===== src/tq_pkg.sv =====
// Team queue package: command and status codes, field widths and the
// structs that join the controller to the datapath. No dependencies.
package tq_pkg;

    localparam int CMD_W  = 2;
    localparam int MEM_W  = 10;
    localparam int TEAM_W = 4;
    localparam int STAT_W = 2;

    // Beat widths on the stream ports
    localparam int IN_DATA_W  = 16;
    localparam int IN_USER_W  = CMD_W;
    localparam int OUT_DATA_W = 16;
    localparam int OUT_USER_W = STAT_W + 1;

    localparam logic [CMD_W-1:0] CMD_ASSIGN = 2'd0;
    localparam logic [CMD_W-1:0] CMD_ENQ    = 2'd1;
    localparam logic [CMD_W-1:0] CMD_DEQ    = 2'd2;
    localparam logic [CMD_W-1:0] CMD_CLEAR  = 2'd3;

    localparam logic [STAT_W-1:0] STAT_OK    = 2'd0;
    localparam logic [STAT_W-1:0] STAT_EMPTY = 2'd1;
    localparam logic [STAT_W-1:0] STAT_FULL  = 2'd2;

    typedef struct packed {
        logic              load;
        logic              enq_alloc;
        logic              enq_link;
        logic              deq_team;
        logic              deq_slot;
        logic              deq_pop;
        logic              res_we;
        logic              res_member;
        logic [STAT_W-1:0] res_status;
    } t_dp_cmd;

    typedef struct packed {
        logic [CMD_W-1:0] in_cmd;
        logic             full;
        logic             empty;
        logic             team_active;
        logic             out_free;
    } t_dp_stat;

endpackage


===== src/tq_ctrl.sv =====
// Team queue controller: sequences each item through the pointer memory
// steps and hands the result to the output register. Depends on tq_pkg.
module tq_ctrl (
    input  logic              i_clk,
    input  logic              i_rst_n,
    input  logic              i_valid,
    output logic              o_ready,
    input  tq_pkg::t_dp_stat  i_stat,
    output tq_pkg::t_dp_cmd   o_cmd
);

    localparam logic [2:0] S_IDLE = 3'd0;
    localparam logic [2:0] S_ENQ1 = 3'd1;
    localparam logic [2:0] S_ENQ2 = 3'd2;
    localparam logic [2:0] S_DEQ1 = 3'd3;
    localparam logic [2:0] S_DEQ2 = 3'd4;
    localparam logic [2:0] S_DEQ3 = 3'd5;
    localparam logic [2:0] S_RES  = 3'd6;

    logic [2:0]                r_state, n_state;
    logic [tq_pkg::STAT_W-1:0] r_status, n_status;
    logic                      r_member, n_member;

    always_comb begin
        n_state  = r_state;
        n_status = r_status;
        n_member = r_member;
        o_cmd    = '0;
        o_cmd.res_status = r_status;
        o_cmd.res_member = r_member;
        unique case (r_state)
            S_IDLE: begin
                if (i_valid) begin
                    o_cmd.load = 1'b1;
                    n_status   = tq_pkg::STAT_OK;
                    n_member   = 1'b0;
                    n_state    = S_RES;
                    if (i_stat.in_cmd == tq_pkg::CMD_ENQ) begin
                        if (i_stat.full) begin
                            n_status = tq_pkg::STAT_FULL;
                        end else begin
                            n_state = S_ENQ1;
                        end
                    end else if (i_stat.in_cmd == tq_pkg::CMD_DEQ) begin
                        if (i_stat.empty) begin
                            n_status = tq_pkg::STAT_EMPTY;
                        end else begin
                            n_state = S_DEQ1;
                        end
                    end
                end
            end
            S_ENQ1: begin
                o_cmd.enq_alloc = 1'b1;
                n_state = i_stat.team_active ? S_ENQ2 : S_RES;
            end
            S_ENQ2: begin
                o_cmd.enq_link = 1'b1;
                n_state = S_RES;
            end
            S_DEQ1: begin
                o_cmd.deq_team = 1'b1;
                n_state = S_DEQ2;
            end
            S_DEQ2: begin
                o_cmd.deq_slot = 1'b1;
                n_state = S_DEQ3;
            end
            S_DEQ3: begin
                o_cmd.deq_pop = 1'b1;
                n_member = 1'b1;
                n_state  = S_RES;
            end
            S_RES: begin
                // hold until the output register can take the beat
                if (i_stat.out_free) begin
                    o_cmd.res_we = 1'b1;
                    n_state = S_IDLE;
                end
            end
            default: begin
                n_state = S_IDLE;
            end
        endcase
    end

    always_ff @(posedge i_clk) begin
        if (!i_rst_n) begin
            r_state  <= S_IDLE;
            r_status <= tq_pkg::STAT_OK;
            r_member <= 1'b0;
        end else begin
            r_state  <= n_state;
            r_status <= n_status;
            r_member <= n_member;
        end
    end

    assign o_ready = (r_state == S_IDLE);

endmodule


===== config.mk =====
export PLATFORM = sky130hd
export DESIGN_NAME = tq_ctrl
export DESIGN_NICKNAME = d
export VERILOG_FILES = /design/src/tq_pkg.sv /design/src/tq_ctrl.sv
export SDC_FILE = /design/constraint.sdc
export NUM_CORES = 1
export LEC_CHECK = 0
export ABC_AREA = 1
export BUFFER_PORTS_ARGS = -buffer_cell sky130_fd_sc_hd__buf_4
export CELL_PAD_IN_SITES_DETAIL_PLACEMENT = 0
export CELL_PAD_IN_SITES_GLOBAL_PLACEMENT = 1
export CORE_MARGIN = 3
export CORE_UTILIZATION = 26
export CTS_CLUSTER_SIZE = 25
export DETAILED_ROUTE_END_ITERATION = 10
export HOLD_SLACK_MARGIN = 0.08
export PLACE_DENSITY_LB_ADDON = 0.15
export SETUP_SLACK_MARGIN = 0.3
export SYNTH_ARGS = -nofsm -noshare
export SYNTH_HDL_FRONTEND = slang
export SYNTH_SLANG_ARGS = --single-unit
export TNS_END_PERCENT = 50

===== constraint.sdc =====
create_clock -name i_clk -period 1.5 [get_ports i_clk]
set_clock_uncertainty 0.15 [all_clocks]
set_input_delay 0.15 -clock i_clk [delete_from_list [all_inputs] [get_ports i_clk]]
set_output_delay 0.15 -clock i_clk [all_outputs]
set_load 0.005 [all_outputs]

==> metrics.md, run 1 <==
| Metric | Value |
|---|---|
| Setup Crit Path Kind | `reg2out` |
| DRT Wirelength | `1177 microns` |
| Total Nets Final | `107` |
| CTS Buf Count | `3` |
| Pleak | `0.4134 nW` |
| Worst-Margin Slew | `0.3558 ns` |
| CTS tree | `done` |
| Fraction of synthesis flops using an asynchronous set or reset pin | `0%` |
| Post-route DRC | `0` |
| Maximum clock path buffer count | `2` |
| Register area share after synthesis | `31.89%` |
| Core area | `1334 sq um` |
| Initial antenna violation count | `0` |
| Cell area after layout | `767.0 sq um` |
| IO buf count | `19` |
| First-pass GRT wire length | `1849 microns` |
| Non-Filler Instances | `111` |
| DP Wirelength | `760.6 microns` |
| Die X | `44.06 microns` |
| Max_cap viols | `0` |
| Drt first pass iters | `4` |
| Pins Over Slew Limit | `0` |
| Worst-path fanout max | `5` |
| Seq cells post-synth | `6` |
| Critical path origin | `r_state[1]` |
| Hold Vio Cnt, Final | `0` |
| Placed Cells | `93` |
| Reg clk slew, reported paths | `0.04 ns` |
| Root buf cell | `clkbuf_4` |
| Crit path arrival time | `1.08 ns` |
| Die Area | `1941 sq um` |
| H-tree depth | `1` |
| Post-route minimum period | `1.375 ns` |
| Post-route setup TNS | `0 ns` |
| Post-Syn Area | `376.6 sq um` |
| Clk sinks | `6` |
| Part of the cycle the worst path needs | `91.68%` |
| Largest cells by area after synthesis | `dfxtp_1 32%, nand2_1 12%, inv_1 9.0%` |
| Worst skew pair latency | `0.24 ns` |
| Post-synth cell types | `15` |
| Hold_ws | `0.08047 ns` |
| Filler cell count | `120` |
| Die height | `44.06 microns` |
| Area Growth Syn to Fin | `103.7%` |
| Final setup viols | `0` |
| Required time at the worst-slack endpoint | `1.20 ns` |
| Post-synth top area cell | `dfxtp_1` |
| Total global-route track usage | `12.88%` |
| Most frequent cell after synthesis | `nand2_1` |
| Post-DR wirelength/cell | `10.60 microns` |
| Mean Syn Cell Area | `6.174 sq um` |
| Synth warn | `0` |
| Final worst slack | `0.1249 ns` |
| Vias in the first global route | `512` |
| Worst Min Path Start | `i_stat[5]` |
| Row cnt | `13` |
| Max VDD drop | `0.6758 mV` |
| Number of synthesized flops with an enable pin | `0` |
| I/O Pins | `20` |
| Pre-CTS setup slack | `0.2502 ns` |
| Antenna cells | `0` |
| Syn nets | `70` |
| HP Class | `in2reg` |
| Top cells by instance count after synthesis | `12 x nand2_1, 9 x inv_1, 6 x dfxtp_1` |
| Mapped Cells | `61` |
| Via count | `513` |
| Fmax | `727.2 MHz` |
| Main synth FF type | `dfxtp_1` |
| Antenna-violating nets left | `0` |
| Fraction of layout cells with a size suffix above 1 | `56.25%` |
| Unrepaired setup endpoints after global routing | `true` |
| Via density | `4.622` |
| Worst reg2reg startpoint | `r_state[1]` |
| Startpoint class of the critical path | `flop` |
| Slew headroom | `76.09%` |
| Largest net degree at the start of global routing | `8` |
| Status | `finished, final reports clean` |
| Total grt overflow | `0` |
| Final GP Congestion | `0.7365` |
| CP endpoint kind | `primary output` |
| Pwr Density | `1654 nW/um^2` |
| Synth top area share | `31.89%` |
| Dpl cell area | `523.0 sq um` |
| Initial core utilization | `28.24%` |
| Initial drt markers | `7` |
## sequential cells by signal, indices dropped and copies added (netlist names)
| name | count |
|---|---|
| r_member | 1 |
| r_state | 3 |
| r_status | 2 |
## per-stage QoR
step	utilization [%]	power, W
2_1_floorplan	-	0.0005427
3_3_place_gp	39.21	0.0007419
3_5_place_dp	39.21	0.0007256
4_1_cts	51.78	0.001125
5_1_grt	57.50	0.001362
6_report	57.50	0.001268
## routing by layer
metal  share of wire [%]  track usage (%)  up-vias
met2                  48            20.06       17
met5                   0                0        -
met3                 5.9            1.626        2
met1                  44            15.31      229
met4                 1.6            11.45        0
li1                    -                -      265
## cells by family (layout without fill, tap and decap cells)
logic type | Yosys count | in the layout | synth area share (%)
compound gates | 8 | 8 | 10.96
buf+inv | 15 | 50 | 16.94
flops | 6 | 6 | 31.89
simple gates | 32 | 32 | 40.20
## power breakdown
group          total, W  internal (W)  switching (W)
Combinational  0.000827      0.000445       0.000382
Sequential     0.000298      0.000218      0.0000796
Clock          0.000143     0.0000902      0.0000533
## area by class of cell
| class | instances | area [sq um] | share of cell area [%] |
|---|---|---|---|
| clock buffers | 3 | 22.52 | 2.936 |
| inverters | 13 | 56.30 | 7.341 |
| multi-input cells | 40 | 255.2 | 33.28 |
| flip-flops and latches | 6 | 131.4 | 17.13 |
| well taps | 15 | 18.77 | 2.447 |
| repair buffers | 34 | 282.8 | 36.87 |
## worst max-delay path: stages, from the launching register on
cell	delay (ns)
dfxtp_4	0.38
buf_6	0.12
nand2_4	0.05
nor3_4	0.17
buf_4	0.12
## what timing repair did
item / in CTS / in global routing
setup buffers: 11 / 2
pin swaps: 6 / 4
resized for setup: 16 / 15
setup endpoints to repair: 13 / 14
hold buffers: 2 / 0
endpoints found under the hold margin: 5 / 0
## cell usage in the layout, fill, tap and decap left out, types with 3 or more instances in the layout
| cell type | synthesis | layout |
|---|---|---|
| buf_4 | 2 | 26 |
| nand2_1 | 12 | 9 |
| nand2_4 | 0 | 5 |
| inv_1 | 9 | 8 |
| dfxtp_1 | 6 | 3 |
| buf_6 | 0 | 6 |
| a21oi_1 | 5 | 4 |
| nor2_1 | 5 | 3 |
| inv_4 | 0 | 3 |
| nand3_1 | 5 | 5 |
| dfxtp_4 | 0 | 3 |
| nor3_1 | 5 | 3 |
| clkbuf_4 | 0 | 3 |
## worst paths after layout
kind | endpoint | cells past startpoint | slack [ns]
hold / removal | r_status[1] | 4 | 0.08
hold reg to reg | r_status[0] | 2 | 0.31
setup / recovery | o_cmd[3] | 4 | 0.12
setup reg to reg | r_status[1] | 9 | 0.20
Power figures use the tool's default switching activity.
==> run 2, diff against run 1 <==
Settings changed: CORE_UTILIZATION 26 to 28.
Clock period 1.5 ns to 1.7 ns, I/O delays scaled along.
==> run 2 against run 1 <==
Compared with the run above: clock power shrank 8%; final cell count decreased by 7.2%; register-to-register slack improved by 0.18 ns; largest cell class unchanged; largest power group unchanged; critical path type unchanged; non-clock buffer count decreased by 7; hold slack improved by 0.036 ns; core utilization is 1.7 points lower; design area down 14%; sequential share of layout area is 2.7 points higher; count of clock-buffer cells in the layout unchanged.
==> metrics.md, run 2 (synthesized netlist as in run 1, its figures left out) <==
| Metric | Value |
|---|---|
| Met2 wire length | `495 microns (-12%)` |
| Post-DR wirelength/cell | `10.04 microns (-5.3%)` |
| Buffers plus inverters on the worst setup path | `3 (+1)` |
| HP Class | `in2reg` |
| Total Nets Final | `100 (-6.5%)` |
| Initial drt markers | `4 (-3)` |
| Most frequent cells in the layout | `21 x buf_4, 12 x nand2_1, 8 x inv_1` |
| Max_cap viols | `0 (unchanged)` |
| Die height | `42.68 microns (-3.1%)` |
| Reg with most FFs | `r_state` |
| Worst-path fanout max | `4 (-1)` |
| CP endpoint kind | `primary output` |
| Worst-Margin Slew | `0.1722 ns (-0.1837 ns)` |
| Antenna cells | `0 (unchanged)` |
| Part of the cycle the worst path needs | `80.90%` |
| Drt first pass iters | `2 (-2)` |
| DP Wirelength | `735 microns (-3.4%)` |
| Max VDD drop | `0.6569 mV (-2.8%)` |
| Hold path endpoint | `r_state[1]` |
| CTS Buf Count | `3 (unchanged)` |
| Filler cell count | `119 (-0.83%)` |
| Fmax | `727.1 MHz` |
| Total grt overflow | `0 (unchanged)` |
| Most common cell after layout, fill and taps aside | `buf_4` |
| Hold_ws | `0.1161 ns (+0.03564 ns)` |
| Pleak | `0.3482 nW (-16%)` |
| Hold Path Stages | `4 (unchanged)` |
| Crit-path max cell delay | `0.36 ns (-0.02 ns)` |
| Slew headroom | `88.40% (+12 points)` |
| Dpl cell area | `521.8 sq um (-0.24%)` |
| IO buf count | `19 (unchanged)` |
| Setup Crit Path Kind | `reg2out` |
| Antenna-violating nets left | `0 (unchanged)` |
| Initial antenna violation count | `0 (unchanged)` |
| Crit-path leading delay family | `flip-flops` |
| Post-route setup TNS | `0 ns (unchanged)` |
| WL met3 | `95 microns (+36%)` |
| Reg clk slew, reported paths | `0.05 ns (about the same)` |
| Via count | `471 (-8.2%)` |
| Area occupied by multi-input gates | `212.7 sq um (-17%)` |
| Pwr Density | `1471 nW/um^2 (-11%)` |
| Worst skew pair latency | `0.24 ns (about the same)` |
| H-tree depth | `1 (unchanged)` |
| Worst reg2reg startpoint | `r_state[1]` |
| Fin util | `55.80% (-1.7 points)` |
| Maximum clock path buffer count | `2 (unchanged)` |
| Fraction of layout cells with a size suffix above 1 | `44.94% (-11 points)` |
| Largest net degree at the start of global routing | `8 (unchanged)` |
| CTS tree | `done` |
| Area Growth Syn to Fin | `75.75%` |
| Initial core utilization | `31.75% (+3.5 points)` |
| Die X | `42.68 microns (-3.1%)` |
| Max FFs per register | `3 (unchanged)` |
| Highest routed layer | `met4` |
| Row cnt | `12 (-1)` |
| Cell area after layout | `661.9 sq um (-14%)` |
| Register Area | `131.4 sq um (unchanged)` |
| Pins Over Slew Limit | `0 (unchanged)` |
| Required time at the worst-slack endpoint | `1.38 ns (+0.18 ns)` |
| Final GP Congestion | `0.7841 (+6.5%)` |
| Core area | `1186 sq um (-11%)` |
| Met1 WL | `427 microns (-18%)` |
| Unrepaired setup endpoints after global routing | `true` |
| Die Area | `1821 sq um (-6.2%)` |
| I/O Pins | `20 (unchanged)` |
| Status | `finished, final reports clean` |
| Clk sinks | `6 (unchanged)` |
| Reg2reg path depth | `9 (unchanged)` |
| Vias in the first global route | `432 (-16%)` |
| Hold Vio Cnt, Final | `0 (unchanged)` |
| Worst r2r dst | `r_state[1]` |
| Worst Min Path Start | `i_stat[0]` |
| Total global-route track usage | `11.61% (-1.3 points)` |
| Post-route minimum period | `1.375 ns` |
| Post-route DRC | `0 (unchanged)` |
| Regs by FF count | `r_state x3, r_status x2, r_member x1` |
| Reg-to-reg setup timing slack | `0.38 ns (+0.18 ns)` |
| Crit path arrival time | `1.06 ns (-0.02 ns)` |
| Final setup viols | `0 (unchanged)` |
| DRT Wirelength | `1034 microns (-12%)` |
| Worst-path cell chain | `inv_4 -> nand2_4 -> nor2_4 -> nand2_4 -> inv_4 -> buf_6` |
| First-pass GRT wire length | `1621 microns (-12%)` |
| Via density | `4.573 (-1.1%)` |
| Power Total | `0.0009738 W (-23%)` |
| Startpoint class of the critical path | `flop` |
| Root buf cell | `clkbuf_4` |
| Slowest CP cell | `dfxtp_4` |
## run 2: changes by cell type in the layout (fill, tap and decap cells not counted), sizes merged
| cell | change |
|---|---|
| dlygate4sd3 | +1 |
| buf | -8 |
## run 2: worst max-delay path by stage
| stage | cells after the start | start | slack [ns] | endpoint |
|---|---|---|---|---|
| finish | 6 | r_state[1] | 0.32 | o_cmd[9] |
| global route | 6 | r_state[1] | 0.27 | o_cmd[9] |
| CTS | 6 | r_state[1] | 0.28 | o_cmd[9] |
| detailed placement | 5 | r_state[2] | 0.43 | r_state[2] |
| global placement | 6 | r_state[1] | 0.42 | o_cmd[9] |
| floorplan | 5 | r_state[2] | 0.55 | r_state[2] |
## run 2: tightest hold or removal path, stage by stage
cell and delay (ns):
buf_4 0.07, inv_1 0.04, nand4_1 0.11, a21oi_1 0.07
## run 2: cell type report
type,instances,share of cell area (%)
tap,14,2.647
clock buffer,3,3.403
multi-input combinational,40,32.14
inverter,13,8.507
timing repair buffer,27,33.46
sequential,6,19.85
## run 2: per-stage QoR
step / instances / worst slack (ns)
global placement: 92 / 0.4223
detailed placement: 92 / 0.4251
floorplan: 61 / 0.5524
CTS: 101 / 0.2762
finish: 103 / 0.3247
global route: 103 / 0.2678
## run 2: layer usage
metal | global-route usage [%] | vias to the layer above
met2 | 18.56 | 16
met5 | 0 | -
met4 | 5.590 | 0
met3 | 5.932 | 2
met1 | 12.47 | 204
li1 | - | 249
## run 2: what timing repair did
item | in CTS | in global routing
buffers inserted | 3 | 2
gates resized for setup | 5 | 12
hold buffers | 3 | 0
hold endpoints to repair | 4 | 0
pin swaps | 1 | 3
setup endpoints to repair | 6 | 7
## run 2: where the power goes
group	internal [W]	switching, W
clock	0.0000799	0.0000515
sequential	0.000192	0.0000616
combinational	0.000312	0.000277
